### config.mk
export PLATFORM = sky130hd
export DESIGN_NAME = sprite_alpha_blit_pixel
export DESIGN_NICKNAME = d
export VERILOG_FILES = /design/src/hw/rtl/sabp_pkg.sv /design/src/hw/rtl/sprite_alpha_blit_pixel.sv /design/src/hw/rtl/sabp_blend.sv
export SDC_FILE = /design/constraint.sdc
export NUM_CORES = 1
export LEC_CHECK = 0
export BUFFER_PORTS_ARGS = -buffer_cell sky130_fd_sc_hd__buf_2
export CAP_MARGIN = 20
export CORE_UTILIZATION = 55
export DETAILED_ROUTE_END_ITERATION = 6
export PLACE_DENSITY = 0.85
export SLEW_MARGIN = 25
export SYNTH_ARGS = -nofsm -noshare
export SYNTH_HDL_FRONTEND = slang
export SYNTH_SLANG_ARGS = --single-unit
### constraint.sdc
create_clock -name clk -period 6 [get_ports clk]
set_clock_uncertainty 0.05 [all_clocks]
set_input_delay 1.2 -clock clk [delete_from_list [all_inputs] [get_ports clk]]
set_output_delay 1.2 -clock clk [all_outputs]
set_load 0.02 [all_outputs]
### src/hw/rtl/sabp_pkg.sv
package sabp_pkg;

  localparam int CHAN_W      = 8;
  localparam int N_CHAN      = 3;
  localparam int RGB_W       = CHAN_W * N_CHAN;
  localparam int PIX_W       = 32;
  localparam int POS_W       = 6;
  localparam int ORIGIN_W    = 12;
  localparam int SCROLL_W    = 9;
  localparam int ADDR_W      = 20;
  localparam int CFG_IDX_W   = 3;
  localparam int CFG_DATA_W  = 32;
  localparam int IN_TDATA_W  = 112;
  localparam int OUT_TDATA_W = 56;

  typedef enum logic [CFG_IDX_W-1:0] {
    CFG_ORIGIN_X    = 3'd0,
    CFG_ORIGIN_Y    = 3'd1,
    CFG_ALPHA_MODE  = 3'd2,
    CFG_BLANK_KEY   = 3'd3,
    CFG_SCROLL_ROWS = 3'd4
  } cfg_reg_t;

  typedef logic [RGB_W-1:0] rgb_t;

endpackage

### src/hw/rtl/sprite_alpha_blit_pixel.sv
// Channel   Direction  Handshake                    Payload
// s_axis    in         s_axis_tvalid/s_axis_tready  col, line, sprite, mask, background
// m_axis    out        m_axis_tvalid/m_axis_tready  tuser write_enable; fb_address, color
// cfg       in         cfg_we                       cfg_index, cfg_data
//
// Three register stages. One pixel per cycle is sustained while m_axis accepts results;
// the blend multipliers and the address multiplier each sit in their own stage.
// Synchronous reset clears all valid bits and the configuration registers.
// A stall on m_axis holds each full stage; empty stages ahead of it keep filling.
module sprite_alpha_blit_pixel
  import sabp_pkg::*;
#(
  parameter int SCREEN_WIDTH   = 1024,
  parameter int SCREEN_HEIGHT  = 768,
  parameter int MAX_SPRITE_DIM = 64
) (
  input  logic                   clk,
  input  logic                   rst,
  input  logic                   s_axis_tvalid,
  output logic                   s_axis_tready,
  // col[5:0], line[11:6], sprite_pixel[43:12], mask_pixel[75:44],
  // background_pixel[107:76], zero fill above.
  input  logic [IN_TDATA_W-1:0]  s_axis_tdata,
  output logic                   m_axis_tvalid,
  input  logic                   m_axis_tready,
  // fb_address[19:0], color_out[51:20], zero fill above.
  output logic [OUT_TDATA_W-1:0] m_axis_tdata,
  // write_enable[0].
  output logic                   m_axis_tuser,
  input  logic                   cfg_we,
  input  logic [CFG_IDX_W-1:0]   cfg_index,
  input  logic [CFG_DATA_W-1:0]  cfg_data
);

  localparam int SW_W  = $clog2(SCREEN_WIDTH + 1);
  localparam int ROW_W = ORIGIN_W + 1;
  localparam logic [SW_W-1:0] SW_C = SW_W'(SCREEN_WIDTH);

  logic [ORIGIN_W-1:0] origin_x;
  logic [ORIGIN_W-1:0] origin_y;
  logic                alpha_mode;
  logic [PIX_W-1:0]    blank_key;
  logic [SCROLL_W-1:0] scroll_rows;

  always_ff @(posedge clk) begin
    if (rst) begin
      origin_x    <= '0;
      origin_y    <= '0;
      alpha_mode  <= 1'b0;
      blank_key   <= '0;
      scroll_rows <= '0;
    end else if (cfg_we) begin
      case (cfg_reg_t'(cfg_index))
        CFG_ORIGIN_X:    origin_x    <= cfg_data[ORIGIN_W-1:0];
        CFG_ORIGIN_Y:    origin_y    <= cfg_data[ORIGIN_W-1:0];
        CFG_ALPHA_MODE:  alpha_mode  <= cfg_data[0];
        CFG_BLANK_KEY:   blank_key   <= cfg_data[PIX_W-1:0];
        CFG_SCROLL_ROWS: scroll_rows <= cfg_data[SCROLL_W-1:0];
        default: ;
      endcase
    end
  end

  logic v1, v2, v3;
  logic rdy1, rdy2, rdy3;

  assign rdy3          = !v3 || m_axis_tready;
  assign rdy2          = !v2 || rdy3;
  assign rdy1          = !v1 || rdy2;
  assign s_axis_tready = rdy1;

  // Stage 1: screen position, sprite bounds and key match.
  logic [POS_W-1:0] in_col, in_line;
  logic [PIX_W-1:0] in_spr, in_msk, in_bg;
  logic [ROW_W-1:0] sx_in, sy_in;
  logic             pre_ok_in;

  assign in_col  = s_axis_tdata[5:0];
  assign in_line = s_axis_tdata[11:6];
  assign in_spr  = s_axis_tdata[43:12];
  assign in_msk  = s_axis_tdata[75:44];
  assign in_bg   = s_axis_tdata[107:76];

  assign sx_in = {origin_x[ORIGIN_W-1], origin_x} + ROW_W'(in_col);
  assign sy_in = {origin_y[ORIGIN_W-1], origin_y} + ROW_W'(in_line);
  assign pre_ok_in = (32'(in_col) < 32'(MAX_SPRITE_DIM))
                  && (32'(in_line) < 32'(MAX_SPRITE_DIM))
                  && !(alpha_mode ? (in_msk == blank_key) : (in_spr == blank_key));

  logic [ROW_W-1:0] sx1, sy1;
  logic             pre_ok1;
  logic [PIX_W-1:0] spr1, msk1, bg1;

  always_ff @(posedge clk) begin
    if (rst) begin
      v1 <= 1'b0;
    end else if (rdy1) begin
      v1 <= s_axis_tvalid;
    end
  end

  always_ff @(posedge clk) begin
    if (rdy1) begin
      sx1     <= sx_in;
      sy1     <= sy_in;
      pre_ok1 <= pre_ok_in;
      spr1    <= in_spr;
      msk1    <= in_msk;
      bg1     <= in_bg;
    end
  end

  // Stage 2: on-screen test, scrolled row, channel blend.
  logic             on_screen;
  logic [ROW_W-1:0] row_sum;

  assign on_screen = !sx1[ROW_W-1] && !sy1[ROW_W-1]
                  && (32'(sx1[ORIGIN_W-1:0]) < 32'(SCREEN_WIDTH))
                  && (32'(sy1[ORIGIN_W-1:0]) < 32'(SCREEN_HEIGHT));
  assign row_sum = ROW_W'(sy1[ORIGIN_W-1:0]) + ROW_W'(scroll_rows);

  logic                we2;
  logic [ROW_W-1:0]    row2;
  logic [ORIGIN_W-1:0] col2;
  logic [PIX_W-1:0]    spr2;
  rgb_t                mix2;

  always_ff @(posedge clk) begin
    if (rst) begin
      v2 <= 1'b0;
    end else if (rdy2) begin
      v2 <= v1;
    end
  end

  always_ff @(posedge clk) begin
    if (rdy2) begin
      we2  <= pre_ok1 && on_screen;
      row2 <= row_sum;
      col2 <= sx1[ORIGIN_W-1:0];
      spr2 <= spr1;
    end
  end

  sabp_blend u_blend (
    .clk    (clk),
    .en     (rdy2),
    .bottom (bg1[RGB_W-1:0]),
    .top    (spr1[RGB_W-1:0]),
    .weight (msk1[23:16]),
    .mix    (mix2)
  );

  // Stage 3: framebuffer address and output register.
  logic [32:0]      addr_full;
  logic [PIX_W-1:0] color_sel;

  assign addr_full = 33'(SW_C * row2) + 33'(col2);
  assign color_sel = alpha_mode ? {{(PIX_W-RGB_W){1'b0}}, mix2} : spr2;

  logic              we3;
  logic [ADDR_W-1:0] addr3;
  logic [PIX_W-1:0]  color3;

  always_ff @(posedge clk) begin
    if (rst) begin
      v3 <= 1'b0;
    end else if (rdy3) begin
      v3 <= v2;
    end
  end

  always_ff @(posedge clk) begin
    if (rdy3) begin
      we3    <= we2;
      addr3  <= we2 ? addr_full[ADDR_W-1:0] : '0;
      color3 <= we2 ? color_sel : '0;
    end
  end

  assign m_axis_tvalid = v3;
  assign m_axis_tuser  = we3;
  assign m_axis_tdata  = {{(OUT_TDATA_W-ADDR_W-PIX_W){1'b0}}, color3, addr3};

  a_skip_zero: assert property (@(posedge clk) disable iff (rst)
    m_axis_tvalid && !m_axis_tuser |-> m_axis_tdata == '0)
    else $error("skipped pixel carries nonzero address or color");

  a_empty_ready: assert property (@(posedge clk) disable iff (rst)
    !v3 |-> s_axis_tready)
    else $error("input not ready with empty output stage");

  a_stage1_hold: assert property (@(posedge clk) disable iff (rst)
    v1 && !rdy2 |=> v1)
    else $error("stage 1 item lost during stall");

  a_stage2_hold: assert property (@(posedge clk) disable iff (rst)
    v2 && !rdy3 |=> v2 && v3)
    else $error("stage 2 item lost during stall");

endmodule

### src/hw/rtl/sabp_blend.sv
module sabp_blend
  import sabp_pkg::*;
(
  input  logic              clk,
  input  logic              en,
  input  rgb_t              bottom,
  input  rgb_t              top,
  input  logic [CHAN_W-1:0] weight,
  output rgb_t              mix
);

  logic [CHAN_W:0] inv_weight;

  assign inv_weight = (CHAN_W+1)'(1 << CHAN_W) - {1'b0, weight};

  for (genvar ch = 0; ch < N_CHAN; ch++) begin : g_chan
    logic [2*CHAN_W:0] sum;

    assign sum = (2*CHAN_W+1)'(bottom[ch*CHAN_W +: CHAN_W] * inv_weight)
               + (2*CHAN_W+1)'(top[ch*CHAN_W +: CHAN_W] * weight);

    always_ff @(posedge clk) begin
      if (en) begin
        mix[ch*CHAN_W +: CHAN_W] <= sum[2*CHAN_W-1:CHAN_W];
      end
    end
  end

endmodule

==> results.cfg <==
[timing]
setup_viol = 21
fin_tns_setup_ns = -5.70
tightest_slew_ns = 0.860
finalCritPeriodShare_pct = 107
relSlewSlack_pct = 42.7
period_needed_ns = 6.42
max_freq_mhz = 156
setup_ws_ns = -0.422
rsz0062_at_grt = yes
drv_slew = 0
finalHoldViolCount = 0
holdWs_ns = 0.362

[routing]
routed_wire_length_per_instance_um = 19.1
vias = 17566
dr.pass1.iters = 5
drc_errors = 0
routed_wl_um = 62000
ant_nets = 0
drt_iter0_markers = 1160
vias_per_cell = 5.41

[grt]
grt_max_degree = 70
grt_pass1_vias = 19125
grt_pass1_wl_um = 97900
gr-total-overflow = 0
grt.total_usage_pct = 27.5
antenna_found_initial = 9

[synth]
synthAdderAreaFrac_pct = 35.0
synth_mux_area_share_pct = 2.31
synthFlopType = edfxtp_1
synth_edf_count = 223
synth_seq_area_share_pct = 32.7
synth_seq_cells = 292
syn_area_per_cell_um2 = 10.6
synth-xor-area-share_pct = 4.11
yosysWarningCount = 0
synth_compound_area_share_pct = 3.60
ys_types = 52
syn_area_um2 = 24700
async_flop_share_pct = 0
synth_top_family_by_area = adder cells
postSynthCellCount = 2335
synth-simple-area-share_pct = 14.2

[floorplan]
dieWidth_um = 214
initial_core_util_pct = 55.9
die-area_um2 = 45800
die_h_um = 214
fp-row-count = 77
io_pins = 211
core_um2 = 44200

[final_layout]
drive_gt1_share_pct = 17.8
nNetsFinal = 3281
postLayoutCoreUtil_pct = 65.3
fin_area_um2 = 28900
areaGrowthSynthToFinish_pct = 17.0

[clock_network]
cts_sinks = 292
clock_latency_ns = 0.56
hold_buffers = 0
cts-root-buf = clkbuf_16
cts_tree = done
htree_levels = 2
clk_path_buf_depth = 3
cts_buffers = 35
clk_pin_slew_worst_paths_ns = 0.06

[setup_path]
cp.required_ns = 6.25
cp.arrival_ns = 6.67
worst-setup-path-type = flop to flop
worstPathMaxFanout = 4
critPathLaunchType = flop
end_kind = flop

[job]
drv_cap = 0

[place]
post-dp-hpwl_um = 48200
gp_congestion = 0.920
pre_cts_slack_ns = -0.461
dpl_cell_area_um2 = 27200
port_buffers = 194

[pwr]
p_leak_nw = 13.5
irDropWorstVdd_mv = 1.13
powerDensity_nw_per_um2 = 537

[min_path]
min_path_type = flop to flop

[outcome]
outcome = finished with violations
failed_checks = negative setup slack
## metal layers
layer | wire length [um] | GRT usage [%]
met4 | 3090 | 14.1
met3 | 4640 | 4.71
met5 | 64 | 0
met2 | 31900 | 48.6
met1 | 22300 | 32.0
## area by class of cell
type | count | area (um2)
flip-flops and latches | 292 | 8080
fillers | 3089 | 15300
repair buffers | 336 | 2170
clock inverters | 23 | 307
inverters | 433 | 1630
multi-input cells | 1523 | 15100
diodes | 5 | 12.5
well taps | 592 | 741
clock buffers | 41 | 898
## synthesized netlist by cell type, types with 3 or more instances
master    instances  share of area [%]
a21o_1           14               0.43
a21oi_1          89                1.8
a31oi_1           3              0.076
and2_1          265                6.7
and3_1            8               0.20
buf_1             9               0.14
buf_2            10               0.20
buf_4             5               0.15
clkbuf_1         64               0.97
dfxtp_1          69                5.6
edfxtp_1        223                 27
fa_1            304                 25
ha_1            204                 10
inv_1           433                6.6
mux2i_1          57                2.3
nand2_1         314                4.8
nand2b_1          6               0.15
nand3_1          13               0.26
nand4_1          13               0.33
nor2_1           23               0.35
nor2b_1          32               0.81
nor3_1            3              0.061
nor4_1            5               0.13
o21a_1            5               0.15
o21ai_0           7               0.14
o21ai_1           4              0.081
o21bai_1         11               0.33
xnor2_1          58                2.1
xor2_1           58                2.1
## report_power, final
group / total [mW] / switching, mW / leakage (nW) / internal, mW
logic: 10.5 / 5.27 / 10.0 / 5.19
clock network: 2.21 / 0.867 / 0.571 / 1.34
registers: 2.86 / 0.112 / 2.98 / 2.74
## logic make-up after synthesis
family	Yosys count
buf+inv	523
fa+ha+maj	508
other cells	1
xor+xnor	116
flops	292
simple gates	693
compound gates	145
mux	57
## cell usage in the layout, fill, tap and decap left out, drive strengths merged, types with 14 or more instances in the layout
master    n
inv     433
buf     336
nand2   314
fa      304
and2    265
edfxtp  223
ha      204
a21oi    91
dfxtp    69
xor2     58
xnor2    58
mux2i    57
clkbuf   41
nor2b    32
nor2     24
a21o     14
clkinv   14
## flip-flops by register name, indices dropped and copies added (netlist names), 13 cells and up
| signal | flops |
|---|---|
| spr1 | 32 |
| spr2 | 32 |
| bg1 | 24 |
| sx1 | 13 |
| sy1 | 13 |
| color3 | 32 |
| u_blend.mix | 24 |
| addr3 | 20 |
| blank_key | 32 |
## critical path: stages (launching register included)
cell      delay, ns
edfxtp_1       0.50
inv_4          0.11
ha_4           0.15
nand2_4        0.05
or3_4          0.37
xor2_4         0.22
buf_4          0.15
buf_12         0.11
buf_8          0.11
nand2_4        0.05
fa_1           0.50
fa_1           0.53
inv_2          0.05
fa_1           0.58
fa_1           0.46
fa_1           0.50
inv_1          0.05
fa_1           0.50
inv_2          0.05
ha_4           0.22
a21o_1         0.18
a21oi_2        0.16
o21a_4         0.20
o21ai_4        0.08
a21oi_2        0.15
xnor2_1        0.08
## stage by stage
stage | power [mW] | std cells
after floorplan | 8.82 | 2338
after global placement | 11.4 | 3159
after detailed placement | 11.9 | 3159
after CTS | 15.1 | 3232
after global routing | 16.7 | 3242
final | 15.5 | 3245
## timing repair
action                                  CTS  global route
gates resized for setup                  39            38
endpoints found under the setup margin   21            24
setup buffers                            10            10
pin swaps                                37            16
## path summary, 6_finish.rpt
path,startpoint,slack [ns],to,cells past startpoint
setup reg to reg,msk1[16],-0.42,u_blend.mix[7],25
hold reg to reg,spr1[27],0.36,spr2[27],0
hold / removal,spr1[27],0.36,spr2[27],0
setup / recovery,msk1[16],-0.42,u_blend.mix[7],25
(Power assumes the default switching activity.)
